==> src/sv/mrrc_pkg.sv <==
// ---------------------------------------------------------------------------
// Memory region range checker package
// Shared widths, codes, controller states and command/status bundles.
// ---------------------------------------------------------------------------
package mrrc_pkg;

  localparam int MAX_REGIONS_DEF    = 16;
  localparam int PAGE_SIZE_LOG2_DEF = 12;

  localparam int ADDR_W  = 64;
  localparam int PAGES_W = 60;
  localparam int TYPE_W  = 3;
  localparam int IDX_W   = 4;
  localparam int COUNT_W = 5;

  localparam int IN_TDATA_W  = 264;
  localparam int OUT_TDATA_W = 8;
  localparam int CFG_INDEX_W = 1;
  localparam int CFG_DATA_W  = 5;

  typedef enum logic [CFG_INDEX_W-1:0] {
    REG_REGION_COUNT  = 1'b0,
    REG_RESERVED_TYPE = 1'b1
  } cfg_reg_t;

  typedef enum logic {
    REQ_LOAD  = 1'b0,
    REQ_QUERY = 1'b1
  } req_t;

  typedef enum logic [3:0] {
    ST_IDLE,
    ST_SETUP,
    ST_DECIDE,
    ST_OVL_ADDR,
    ST_OVL_END,
    ST_OVL_TEST,
    ST_COV_START,
    ST_COV_ADDR,
    ST_COV_END,
    ST_COV_TEST,
    ST_FINISH
  } state_t;

  // Commands from the controller to the datapath.
  typedef struct packed {
    logic load;      // write the table entry carried by the input item
    logic capture;   // register the query fields
    logic setup;     // form the query end, clear results and the walk
    logic entry;     // register the entry read from the table
    logic ovl_test;  // record an overlap hit
    logic cov_test;  // advance the coverage position on a hit
    logic idx_clr;
    logic idx_inc;
    logic wrap_res;  // report the reserved type for a wrapping query
    logic push;      // move the result into the output register
  } cmd_t;

  // Status from the datapath to the controller.
  typedef struct packed {
    logic n_zero;
    logic q_wrap;
    logic q_zero;
    logic last;
    logic ovl_hit;
    logic cov_hit;
    logic cov_done;
    logic out_free;
  } status_t;

  function automatic logic is_normal(input logic [TYPE_W-1:0] t);
    return (t == 3'd0) || (t == 3'd1);
  endfunction

endpackage

==> src/sv/mrrc_ram.sv <==
// ---------------------------------------------------------------------------
// Generic RAM
// One write port and one read port with registered read data.
// ---------------------------------------------------------------------------
module mrrc_ram #(
  parameter int WIDTH = 8,
  parameter int DEPTH = 16,
  localparam int AW   = (DEPTH > 1) ? $clog2(DEPTH) : 1
) (
  input  logic             clk,
  input  logic             we,
  input  logic [AW-1:0]    waddr,
  input  logic [WIDTH-1:0] wdata,
  input  logic [AW-1:0]    raddr,
  output logic [WIDTH-1:0] rdata
);

  logic [WIDTH-1:0] mem [DEPTH];

  always_ff @(posedge clk) begin
    if (we) begin
      mem[waddr] <= wdata;
    end
    rdata <= mem[raddr];
  end

endmodule

==> src/sv/mrrc_ctrl.sv <==
// ---------------------------------------------------------------------------
// Memory region range checker controller
// Sequences the overlap scan and the coverage walk over the region table.
// ---------------------------------------------------------------------------
module mrrc_ctrl
  import mrrc_pkg::*;
(
  input  logic    clk,
  input  logic    rst,
  input  logic    s_tvalid,
  input  logic    s_req_type,
  output logic    s_tready,
  input  status_t status,
  output cmd_t    cmd
);

  state_t state;
  state_t state_next;

  always_ff @(posedge clk) begin
    if (rst) begin
      state <= ST_IDLE;
    end else begin
      state <= state_next;
    end
  end

  always_comb begin
    state_next = state;
    unique case (state)
      ST_IDLE: begin
        if (s_tvalid && (req_t'(s_req_type) == REQ_QUERY)) begin
          state_next = ST_SETUP;
        end
      end
      ST_SETUP:  state_next = ST_DECIDE;
      ST_DECIDE: begin
        if (status.n_zero || status.q_wrap) begin
          state_next = ST_FINISH;
        end else begin
          state_next = ST_OVL_ADDR;
        end
      end
      ST_OVL_ADDR: state_next = ST_OVL_END;
      ST_OVL_END:  state_next = ST_OVL_TEST;
      ST_OVL_TEST: begin
        if (status.ovl_hit || status.last) begin
          state_next = ST_COV_START;
        end else begin
          state_next = ST_OVL_ADDR;
        end
      end
      ST_COV_START: begin
        if (status.q_zero) begin
          state_next = ST_FINISH;
        end else begin
          state_next = ST_COV_ADDR;
        end
      end
      ST_COV_ADDR: state_next = ST_COV_END;
      ST_COV_END:  state_next = ST_COV_TEST;
      ST_COV_TEST: begin
        priority if (status.cov_hit && status.cov_done) begin
          state_next = ST_FINISH;
        end else if (status.cov_hit) begin
          state_next = ST_COV_ADDR;
        end else if (status.last) begin
          state_next = ST_FINISH;
        end else begin
          state_next = ST_COV_ADDR;
        end
      end
      ST_FINISH: begin
        if (status.out_free) begin
          state_next = ST_IDLE;
        end
      end
      default: state_next = ST_IDLE;
    endcase
  end

  always_comb begin
    cmd      = '0;
    s_tready = 1'b0;
    unique case (state)
      ST_IDLE: begin
        s_tready = 1'b1;
        if (s_tvalid) begin
          cmd.load    = (req_t'(s_req_type) == REQ_LOAD);
          cmd.capture = (req_t'(s_req_type) == REQ_QUERY);
        end
      end
      ST_SETUP: cmd.setup = 1'b1;
      ST_DECIDE: begin
        cmd.wrap_res = !status.n_zero && status.q_wrap;
      end
      ST_OVL_ADDR: ;
      ST_OVL_END:  cmd.entry = 1'b1;
      ST_OVL_TEST: begin
        cmd.ovl_test = 1'b1;
        cmd.idx_inc  = !status.ovl_hit && !status.last;
      end
      ST_COV_START: cmd.idx_clr = 1'b1;
      ST_COV_ADDR:  ;
      ST_COV_END:   cmd.entry = 1'b1;
      ST_COV_TEST: begin
        cmd.cov_test = 1'b1;
        cmd.idx_clr  = status.cov_hit && !status.cov_done;
        cmd.idx_inc  = !status.cov_hit && !status.last;
      end
      ST_FINISH: cmd.push = status.out_free;
      default: ;
    endcase
  end

endmodule

==> src/sv/mrrc_dp.sv <==
// ---------------------------------------------------------------------------
// Memory region range checker datapath
// Region table, configuration, query registers, entry compares and output.
// ---------------------------------------------------------------------------
module mrrc_dp
  import mrrc_pkg::*;
#(
  parameter int MAX_REGIONS    = MAX_REGIONS_DEF,
  parameter int PAGE_SIZE_LOG2 = PAGE_SIZE_LOG2_DEF
) (
  input  logic                   clk,
  input  logic                   rst,
  input  cmd_t                   cmd,
  output status_t                status,
  input  logic [IDX_W-1:0]       entry_index,
  input  logic [ADDR_W-1:0]      region_start,
  input  logic [PAGES_W-1:0]     region_pages,
  input  logic [TYPE_W-1:0]      region_type,
  input  logic [ADDR_W-1:0]      query_start,
  input  logic [ADDR_W-1:0]      query_size,
  input  logic                   cfg_wr_en,
  input  logic [CFG_INDEX_W-1:0] cfg_index,
  input  logic [CFG_DATA_W-1:0]  cfg_wdata,
  output logic                   out_valid,
  input  logic                   out_ready,
  output logic                   in_normal,
  output logic                   overlap_found,
  output logic [TYPE_W-1:0]      overlap_type
);

  localparam int AW      = (MAX_REGIONS > 1) ? $clog2(MAX_REGIONS) : 1;
  localparam int CNT_W   = $clog2(MAX_REGIONS + 1);
  localparam int CW      = (CNT_W > COUNT_W) ? CNT_W : COUNT_W;
  localparam int ENTRY_W = ADDR_W + PAGES_W + TYPE_W;

  // Configuration registers.
  logic [COUNT_W-1:0] region_count;
  logic [TYPE_W-1:0]  reserved_type;

  always_ff @(posedge clk) begin
    if (rst) begin
      region_count  <= '0;
      reserved_type <= 3'd4;
    end else if (cfg_wr_en) begin
      unique case (cfg_reg_t'(cfg_index))
        REG_REGION_COUNT:  region_count  <= cfg_wdata[COUNT_W-1:0];
        REG_RESERVED_TYPE: reserved_type <= cfg_wdata[TYPE_W-1:0];
      endcase
    end
  end

  logic [CW-1:0] count_ext;
  logic [CW-1:0] n_act;
  assign count_ext = CW'(region_count);
  assign n_act     = (count_ext > CW'(MAX_REGIONS)) ? CW'(MAX_REGIONS) : count_ext;

  // Region table. Loads to slots beyond the table are dropped.
  logic [AW-1:0]      idx;
  logic               tbl_we;
  logic [ENTRY_W-1:0] tbl_rdata;

  assign tbl_we = cmd.load && (CW'(entry_index) < CW'(MAX_REGIONS));

  mrrc_ram #(
    .WIDTH (ENTRY_W),
    .DEPTH (MAX_REGIONS)
  ) u_table (
    .clk   (clk),
    .we    (tbl_we),
    .waddr (AW'(entry_index)),
    .wdata ({region_type, region_pages, region_start}),
    .raddr (idx),
    .rdata (tbl_rdata)
  );

  // Query registers.
  logic [ADDR_W-1:0] q_start;
  logic [ADDR_W-1:0] q_size;
  logic [ADDR_W-1:0] q_end;
  logic              q_wrap;
  logic              q_zero;
  logic [ADDR_W:0]   q_sum;

  assign q_sum = {1'b0, q_start} + {1'b0, q_size};

  always_ff @(posedge clk) begin
    if (cmd.capture) begin
      q_start <= query_start;
      q_size  <= query_size;
    end
    if (cmd.setup) begin
      q_end  <= q_sum[ADDR_W-1:0];
      q_wrap <= q_sum[ADDR_W];
      q_zero <= (q_size == '0);
    end
  end

  // Entry stage: region end and malformed flag.
  logic [ADDR_W-1:0]  rd_start;
  logic [PAGES_W-1:0] rd_pages;
  logic [TYPE_W-1:0]  rd_type;
  logic               rd_pages_ovf;
  logic [ADDR_W-1:0]  rd_size;
  logic [ADDR_W:0]    rd_sum;

  assign rd_start     = tbl_rdata[ADDR_W-1:0];
  assign rd_pages     = tbl_rdata[ADDR_W +: PAGES_W];
  assign rd_type      = tbl_rdata[ADDR_W+PAGES_W +: TYPE_W];
  assign rd_pages_ovf = |(rd_pages >> (ADDR_W - PAGE_SIZE_LOG2));
  assign rd_size      = ADDR_W'({rd_pages, {PAGE_SIZE_LOG2{1'b0}}});
  assign rd_sum       = {1'b0, rd_start} + {1'b0, rd_size};

  logic [ADDR_W-1:0] e_start;
  logic [ADDR_W-1:0] e_end;
  logic              e_bad;
  logic [TYPE_W-1:0] e_type;

  always_ff @(posedge clk) begin
    if (cmd.entry) begin
      e_start <= rd_start;
      e_end   <= rd_sum[ADDR_W-1:0];
      e_bad   <= rd_pages_ovf || rd_sum[ADDR_W];
      e_type  <= rd_type;
    end
  end

  // Compare stage.
  logic [ADDR_W-1:0] pos;
  logic              ovl_hit;
  logic              cov_hit;
  logic              cov_done;

  assign ovl_hit  = !is_normal(e_type) &&
                    (e_bad || ((q_start < e_end) && (q_end > e_start)));
  assign cov_hit  = is_normal(e_type) && !e_bad && (pos >= e_start) && (pos < e_end);
  assign cov_done = (e_end >= q_end);

  always_ff @(posedge clk) begin
    if (cmd.setup) begin
      pos <= q_start;
    end else if (cmd.cov_test && cov_hit) begin
      pos <= cov_done ? q_end : e_end;
    end
  end

  always_ff @(posedge clk) begin
    if (rst) begin
      idx <= '0;
    end else if (cmd.setup || cmd.idx_clr) begin
      idx <= '0;
    end else if (cmd.idx_inc) begin
      idx <= idx + AW'(1);
    end
  end

  // Working result.
  logic              res_normal;
  logic              res_found;
  logic [TYPE_W-1:0] res_type;

  always_ff @(posedge clk) begin
    if (cmd.setup) begin
      res_normal <= 1'b0;
      res_found  <= 1'b0;
      res_type   <= '0;
    end else begin
      if (cmd.wrap_res) begin
        res_found <= 1'b1;
        res_type  <= reserved_type;
      end
      if (cmd.ovl_test && ovl_hit) begin
        res_found <= 1'b1;
        res_type  <= e_type;
      end
      if (cmd.cov_test && cov_hit && cov_done) begin
        res_normal <= 1'b1;
      end
    end
  end

  // Output register.
  always_ff @(posedge clk) begin
    if (rst) begin
      out_valid <= 1'b0;
    end else if (cmd.push) begin
      out_valid <= 1'b1;
    end else if (out_ready) begin
      out_valid <= 1'b0;
    end
  end

  always_ff @(posedge clk) begin
    if (cmd.push) begin
      in_normal     <= res_normal;
      overlap_found <= res_found;
      overlap_type  <= res_type;
    end
  end

  assign status.n_zero   = (n_act == '0);
  assign status.q_wrap   = q_wrap;
  assign status.q_zero   = q_zero;
  assign status.last     = ((CW'(idx) + CW'(1)) == n_act);
  assign status.ovl_hit  = ovl_hit;
  assign status.cov_hit  = cov_hit;
  assign status.cov_done = cov_done;
  assign status.out_free = !out_valid || out_ready;

endmodule

==> src/sv/memory_region_range_checker_unit.sv <==
// ---------------------------------------------------------------------------
// Memory region range checker unit
// Region table with range coverage and non-normal overlap queries.
// ---------------------------------------------------------------------------
// The unit keeps a table of up to MAX_REGIONS memory regions, each a start
// address, a length in pages of 2**PAGE_SIZE_LOG2 bytes and a type code
// (types 0 and 1 are normal memory). A load item (tuser = 0) writes one
// table slot and gives no result. A query item (tuser = 1) gives one
// result item: whether the byte range lies wholly in normal regions, and
// the type of the first non-normal region in table order that touches the
// range or is malformed. The table is a single-port-read RAM, and every
// table entry the query looks at takes three steps (address, end
// computation, compare). A query first scans up to n = min(region_count,
// MAX_REGIONS) entries for an overlap, stopping at the first hit, then walks
// the coverage, restarting the scan at entry 0 each time it moves into the
// next region. The entries read number at most n for the overlap scan and
// at most n*(n+1) for the coverage walk. When entries 0 to k-1 carry the
// range in table order, the walk reads k*(k+1)/2 entries. A zero-size
// query skips the walk. A query on an empty table or with a wrapping range
// skips both passes. One query is worked on at a time; a finished result
// sits in an output register, so the next item can be taken in the cycle
// after the result is loaded, while that result waits. A query that
// finishes while the previous result still waits holds until the output
// register frees. The user must write configuration only while the unit is
// idle; the unit does not enforce this. Table slots are undefined until
// loaded, and the table needs no clearing after reset.
module memory_region_range_checker_unit
  import mrrc_pkg::*;
#(
  parameter int MAX_REGIONS    = MAX_REGIONS_DEF,
  parameter int PAGE_SIZE_LOG2 = PAGE_SIZE_LOG2_DEF
) (
  input  logic                   clk,
  input  logic                   rst,
  // Input items.
  input  logic                   s_tvalid,
  output logic                   s_tready,
  // entry_index[3:0], region_start[67:4], region_pages[127:68],
  // region_type[130:128], query_start[194:131], query_size[258:195], zero fill
  input  logic [IN_TDATA_W-1:0]  s_tdata,
  // req_type[0]
  input  logic                   s_tuser,
  // Result items.
  output logic                   m_tvalid,
  input  logic                   m_tready,
  // in_normal[0], overlap_found[1], overlap_type[4:2], zero fill
  output logic [OUT_TDATA_W-1:0] m_tdata,
  // Configuration writes.
  input  logic                   cfg_wr_en,
  input  logic [CFG_INDEX_W-1:0] cfg_index,
  input  logic [CFG_DATA_W-1:0]  cfg_wdata
);

  // Unpack the input item.
  logic [IDX_W-1:0]   entry_index;
  logic [ADDR_W-1:0]  region_start;
  logic [PAGES_W-1:0] region_pages;
  logic [TYPE_W-1:0]  region_type;
  logic [ADDR_W-1:0]  query_start;
  logic [ADDR_W-1:0]  query_size;

  assign entry_index  = s_tdata[3:0];
  assign region_start = s_tdata[67:4];
  assign region_pages = s_tdata[127:68];
  assign region_type  = s_tdata[130:128];
  assign query_start  = s_tdata[194:131];
  assign query_size   = s_tdata[258:195];

  cmd_t    cmd;
  status_t status;

  logic              in_normal;
  logic              overlap_found;
  logic [TYPE_W-1:0] overlap_type;

  // The controller owns the sequence; the datapath owns all data storage.
  mrrc_ctrl u_ctrl (
    .clk        (clk),
    .rst        (rst),
    .s_tvalid   (s_tvalid),
    .s_req_type (s_tuser),
    .s_tready   (s_tready),
    .status     (status),
    .cmd        (cmd)
  );

  mrrc_dp #(
    .MAX_REGIONS    (MAX_REGIONS),
    .PAGE_SIZE_LOG2 (PAGE_SIZE_LOG2)
  ) u_dp (
    .clk           (clk),
    .rst           (rst),
    .cmd           (cmd),
    .status        (status),
    .entry_index   (entry_index),
    .region_start  (region_start),
    .region_pages  (region_pages),
    .region_type   (region_type),
    .query_start   (query_start),
    .query_size    (query_size),
    .cfg_wr_en     (cfg_wr_en),
    .cfg_index     (cfg_index),
    .cfg_wdata     (cfg_wdata),
    .out_valid     (m_tvalid),
    .out_ready     (m_tready),
    .in_normal     (in_normal),
    .overlap_found (overlap_found),
    .overlap_type  (overlap_type)
  );

  // Pack the result item; the upper bits are zero fill.
  assign m_tdata = {3'b000, overlap_type, overlap_found, in_normal};

endmodule

==> config.mk <==
export PLATFORM = sky130hd
export DESIGN_NAME = memory_region_range_checker_unit
export DESIGN_NICKNAME = d
export VERILOG_FILES = /design/src/sv/mrrc_pkg.sv /design/src/sv/mrrc_ram.sv /design/src/sv/mrrc_ctrl.sv /design/src/sv/mrrc_dp.sv /design/src/sv/memory_region_range_checker_unit.sv
export SDC_FILE = /design/constraint.sdc
export NUM_CORES = 2
export LEC_CHECK = 0
export BUFFER_PORTS_ARGS = -buffer_cell sky130_fd_sc_hd__buf_4
export CELL_PAD_IN_SITES_DETAIL_PLACEMENT = 1
export CELL_PAD_IN_SITES_GLOBAL_PLACEMENT = 2
export CORE_MARGIN = 3
export CORE_UTILIZATION = 49
export CTS_CLUSTER_SIZE = 24
export DETAILED_ROUTE_END_ITERATION = 10
export PLACE_DENSITY = 0.8
export RECOVER_POWER = 25
export SYNTH_ARGS = -nofsm -noshare
export SYNTH_HDL_FRONTEND = slang
export SYNTH_SLANG_ARGS = --single-unit
==> constraint.sdc <==
create_clock -name clk -period 16 [get_ports clk]
set_input_delay 2.4 -clock clk [delete_from_list [all_inputs] [get_ports clk]]
set_output_delay 2.4 -clock clk [all_outputs]
set_load 0.02 [all_outputs]
==> out/results.tsv <==
stage	metric	value	unit
outcome	status	finished clean	
clocking	cts_resized	0	
worst_hold_path	min_path_type	reg -> reg	
power	leakagePower	40.0	nW
floorplan	core	0.215	mm²
sta	rsz0062_at_grt	no	
synthesis	yosys_register_bits	2564	
placed_design	io_buffers	277	
worst_hold_path	worstHoldStart	u_dp.u_table.rdata[6]	
placed_design	placed_area	0.112	mm²
global_route	grt.total_usage	0.254	
setup_path	rrSetupSlack	10.37	ns
detailed_routing	vias_per_cell	6.16	
run	cap_violations	0	
layout	area_delta_synth_final	13.3	%
global_route	grt_pass1_vias	58588	
synthesis	yosysTopAreaCellShare	0.684	
sta	finalHoldViolCount	0	
synthesis	ys.flop_type	edfxtp_1	
global_route	grt_start_max_net_pins	114	
sta	period_share	0.370	
setup_path	cp-start-kind	input port	
synthesis	synth_warnings	0	
clocking	cts_buffers	282	
sta	fmax	169	MHz
power	total_power	17.1	mW
setup_path	critPathKind	in -> reg	
sta	whs	0.407	ns
synthesis	avgSynthCellArea	18.8	µm²
global_route	use_met2	0.396	
placed_design	hpwl	171000	µm
detailed_routing	drc	0	
detailed_routing	postRouteAntennaNets	0	
layout	layout.nets	6770	
synthesis	ys_seq_area_frac	0.712	
sta	worstMarginPinSlew	1.14	ns
floorplan	die-height	471	µm
setup_path	cp-end-kind	register	
sta	maxSlewHeadroom	0.238	
clocking	hold_buffers	0	
setup_path	worstRegToRegCells	8	
detailed_routing	drtIter0Drc	5914	
sta	tns	0	ns
sta	fin_worst_skew	0.0732	ns
sta	setup_violations	0	
setup_path	crit_path_max_fanout	42	
setup_path	arrival	6.47	ns
power	power_density	142	mW/mm²
floorplan	die_w	471	µm
global_route	grt_overflow_total	0	
global_route	grt-busiest-layer	met2	
setup_path	r2r_start	u_ctrl.state[3]	
clocking	cts_tree	done	
synthesis	synth_area_leader_cell	edfxtp_1	
detailed_routing	firstDrtPassIters	5	
synthesis	synth_area	0.106	mm²
synthesis	synthTopCellsByArea	edfxtp_1 (68%), mux4_2 (13%), ha_1 (5.0%), dfxtp_1 (2.8%), a21oi_1 (1.3%)	
global_route	antenna_found_initial	51	
sta	maxSlewViolCount	0	
floorplan	dieArea	0.222	mm²
layout	drive_above_1_share	0.209	
detailed_routing	drt-total-wl	282000	µm
setup_path	r2r-end	u_dp.u_table.mem[6][29]	
clocking	cts_setup_buffers	0	
global_route	grt_pass1_wl	412000	µm
detailed_routing	drt-wirelength-per-cell	30.9	µm
worst_hold_path	holdPathStages	0	
synthesis	synth.distinct_cells	81	
floorplan	pin_count	286	
clocking	cts_sinks	2564	
clocking	cts_max_level	5	
floorplan	initial_core_util	0.493	
setup_path	cp.required	16.55	ns
floorplan	fp-row-count	170	
global_route	met1_usage	0.371	
power	irDropWorstVdd	0.0000903	V
layout	fillers	18928	
global_route	grt_use_met3	0.0474	
clocking	cts_buffer_depth	4	
clocking	clock-root-buffer	clkbuf_16	
sta	post-route-min-period	5.93	ns
detailed_routing	vias	56266	
clocking	clk_latency	0.95	ns
clocking	clk_pin_slew	0.06	ns
synthesis	synth-async-reset-ratio	0	
worst_hold_path	min_to	u_dp.e_end[6]	
synthesis	synthCells	5639	
synthesis	synth_edf_count	2415	
layout	fin_area	0.120	mm²
placed_design	gp_congestion	0.870	
-- Yosys cell counts, drive strengths merged (4+ instances only) --
library cell  instances
a2111oi               9
a211o                 5
a211oi               25
a21o                139
a21oi               279
a221o                 4
a221oi                8
a311oi                4
a31o                  5
a31oi                19
a41oi                 4
and2                 10
and3                 13
and4                  9
buf                  75
clkbuf              136
dfxtp               149
edfxtp             2415
ha                  424
inv                 217
mux2i                 8
mux4                635
nand2               178
nand2b               28
nand3                53
nand3b                6
nand4                71
nand4b                4
nor2                194
nor2b                32
nor3                 28
nor4                 30
o2111ai               6
o211ai               16
o21a                 22
o21ai               189
o21bai               18
o22ai                 6
o311ai                5
o31ai                12
or3                   6
or4                   4
xnor2                73
xor2                 37
-- how the worst max path moves through the flow --
stage,startpoint,end,slack (ns)
5_1_grt,u_dp.idx[0],u_dp.u_table.rdata[25],9.86
4_1_cts,s_tvalid,u_dp.u_table.mem[5][15],10.10
3_5_place_dp,s_tvalid,u_dp.u_table.mem[5][15],9.14
3_3_place_gp,s_tvalid,u_dp.u_table.mem[5][16],9.23
2_1_floorplan,s_tuser,u_dp.u_table.mem[0][0],3.65
6_report,s_tvalid,u_dp.u_table.mem[6][29],10.07
-- layout by cell type (no fill, tap or decap), drive strengths merged, types with 6 or more instances in the layout --
cell type	n
ha	424
nand4	71
or3	6
and4	9
a31oi	19
nor2b	32
o22ai	6
nor4	30
a2111oi	9
o21a	22
nand3	53
o2111ai	6
bufinv	22
clkinvlp	9
inv	224
o211ai	16
clkbuf	593
a211oi	25
mux4	635
a221oi	8
and3	13
xnor2	73
nor3	28
o31ai	12
a21o	139
edfxtp	2415
nand3b	6
buf	128
nand2	178
dfxtp	149
clkinv	83
nor2	194
nand2b	28
diode	17
mux2i	8
xor2	37
and2	10
o21ai	189
o21bai	18
a21oi	279
-- worst max-delay path, cell delays in order --
cell and delay [ns]:
buf_4 0.10, nand2_1 0.07, nor2_1 0.20, nand3b_1 0.32
nor2_4 0.98, buf_4 0.88, buf_4 0.72, buf_4 0.66
-- sequential cells by signal, indices dropped and copies added, names as in the netlist, 3 cells and up --
signal and count:
u_dp.reserved_type 3, u_dp.u_table.mem 2032, u_dp.u_table.rdata 127, u_dp.pos 64, u_dp.e_type 3, u_dp.q_size 64
u_dp.idx 4, u_dp.q_end 64, u_dp.count_ext 5, u_dp.e_end 64, u_ctrl.state 4, u_dp.res_type 3
u_dp.e_start 52, u_dp.overlap_type 3, u_dp.q_start 64
-- report_power, final --
part	internal, mW	switching, mW	total, mW
clock network	3.73	2.56	6.30
logic	0.945	1.58	2.52
registers	7.89	0.344	8.24
total	12.6	4.49	17.1
-- cells by family (layout without fill, tap and decap cells) --
family / Yosys count / count (layout) / synth area share
AO/OA/AOI/OAI: 797 / 797 / 0.0471
XOR/XNOR: 110 / 110 / 0.00908
adder cells (fa/ha/maj): 426 / 426 / 0.0504
buffers and inverters: 428 / 1059 / 0.0155
flip-flops: 2564 / 2564 / 0.712
multiplexers: 644 / 644 / 0.136
other: 1 / 20 / 0.0000353
AND/OR/NAND/NOR: 669 / 669 / 0.0304
-- through the flow --
| step | setup slack (ns) | instances | util |
|---|---|---|---|
| global route | 9.86 | 9115 | 0.559 |
| detailed placement | 9.14 | 8622 | 0.520 |
| floorplan | 3.65 | 5641 | - |
| CTS | 10.10 | 9110 | 0.561 |
| finish | 10.07 | 9127 | 0.559 |
| global placement | 9.23 | 8622 | 0.520 |
-- layout make-up --
class | count | area [µm²] | share of cell area
Antenna cell | 17 | 42.5 | 0.000354
Sequential cell | 2564 | 75500 | 0.628
Multi-Input combinational cell | 2649 | 29100 | 0.242
Clock buffer | 367 | 7680 | 0.0639
Timing Repair Buffer | 354 | 2260 | 0.0188
Inverter | 217 | 822 | 0.00684
Clock inverter | 121 | 1180 | 0.00981
Tap cell | 2838 | 3550 | 0.0296
-- routing by layer --
layer,routed length [µm],vias up
met4,6860,22
li1,-,23827
met1,121000,29774
met5,142,-
met3,20200,408
met2,133000,2235
Note: power is estimated with default switching activity, not from simulation.
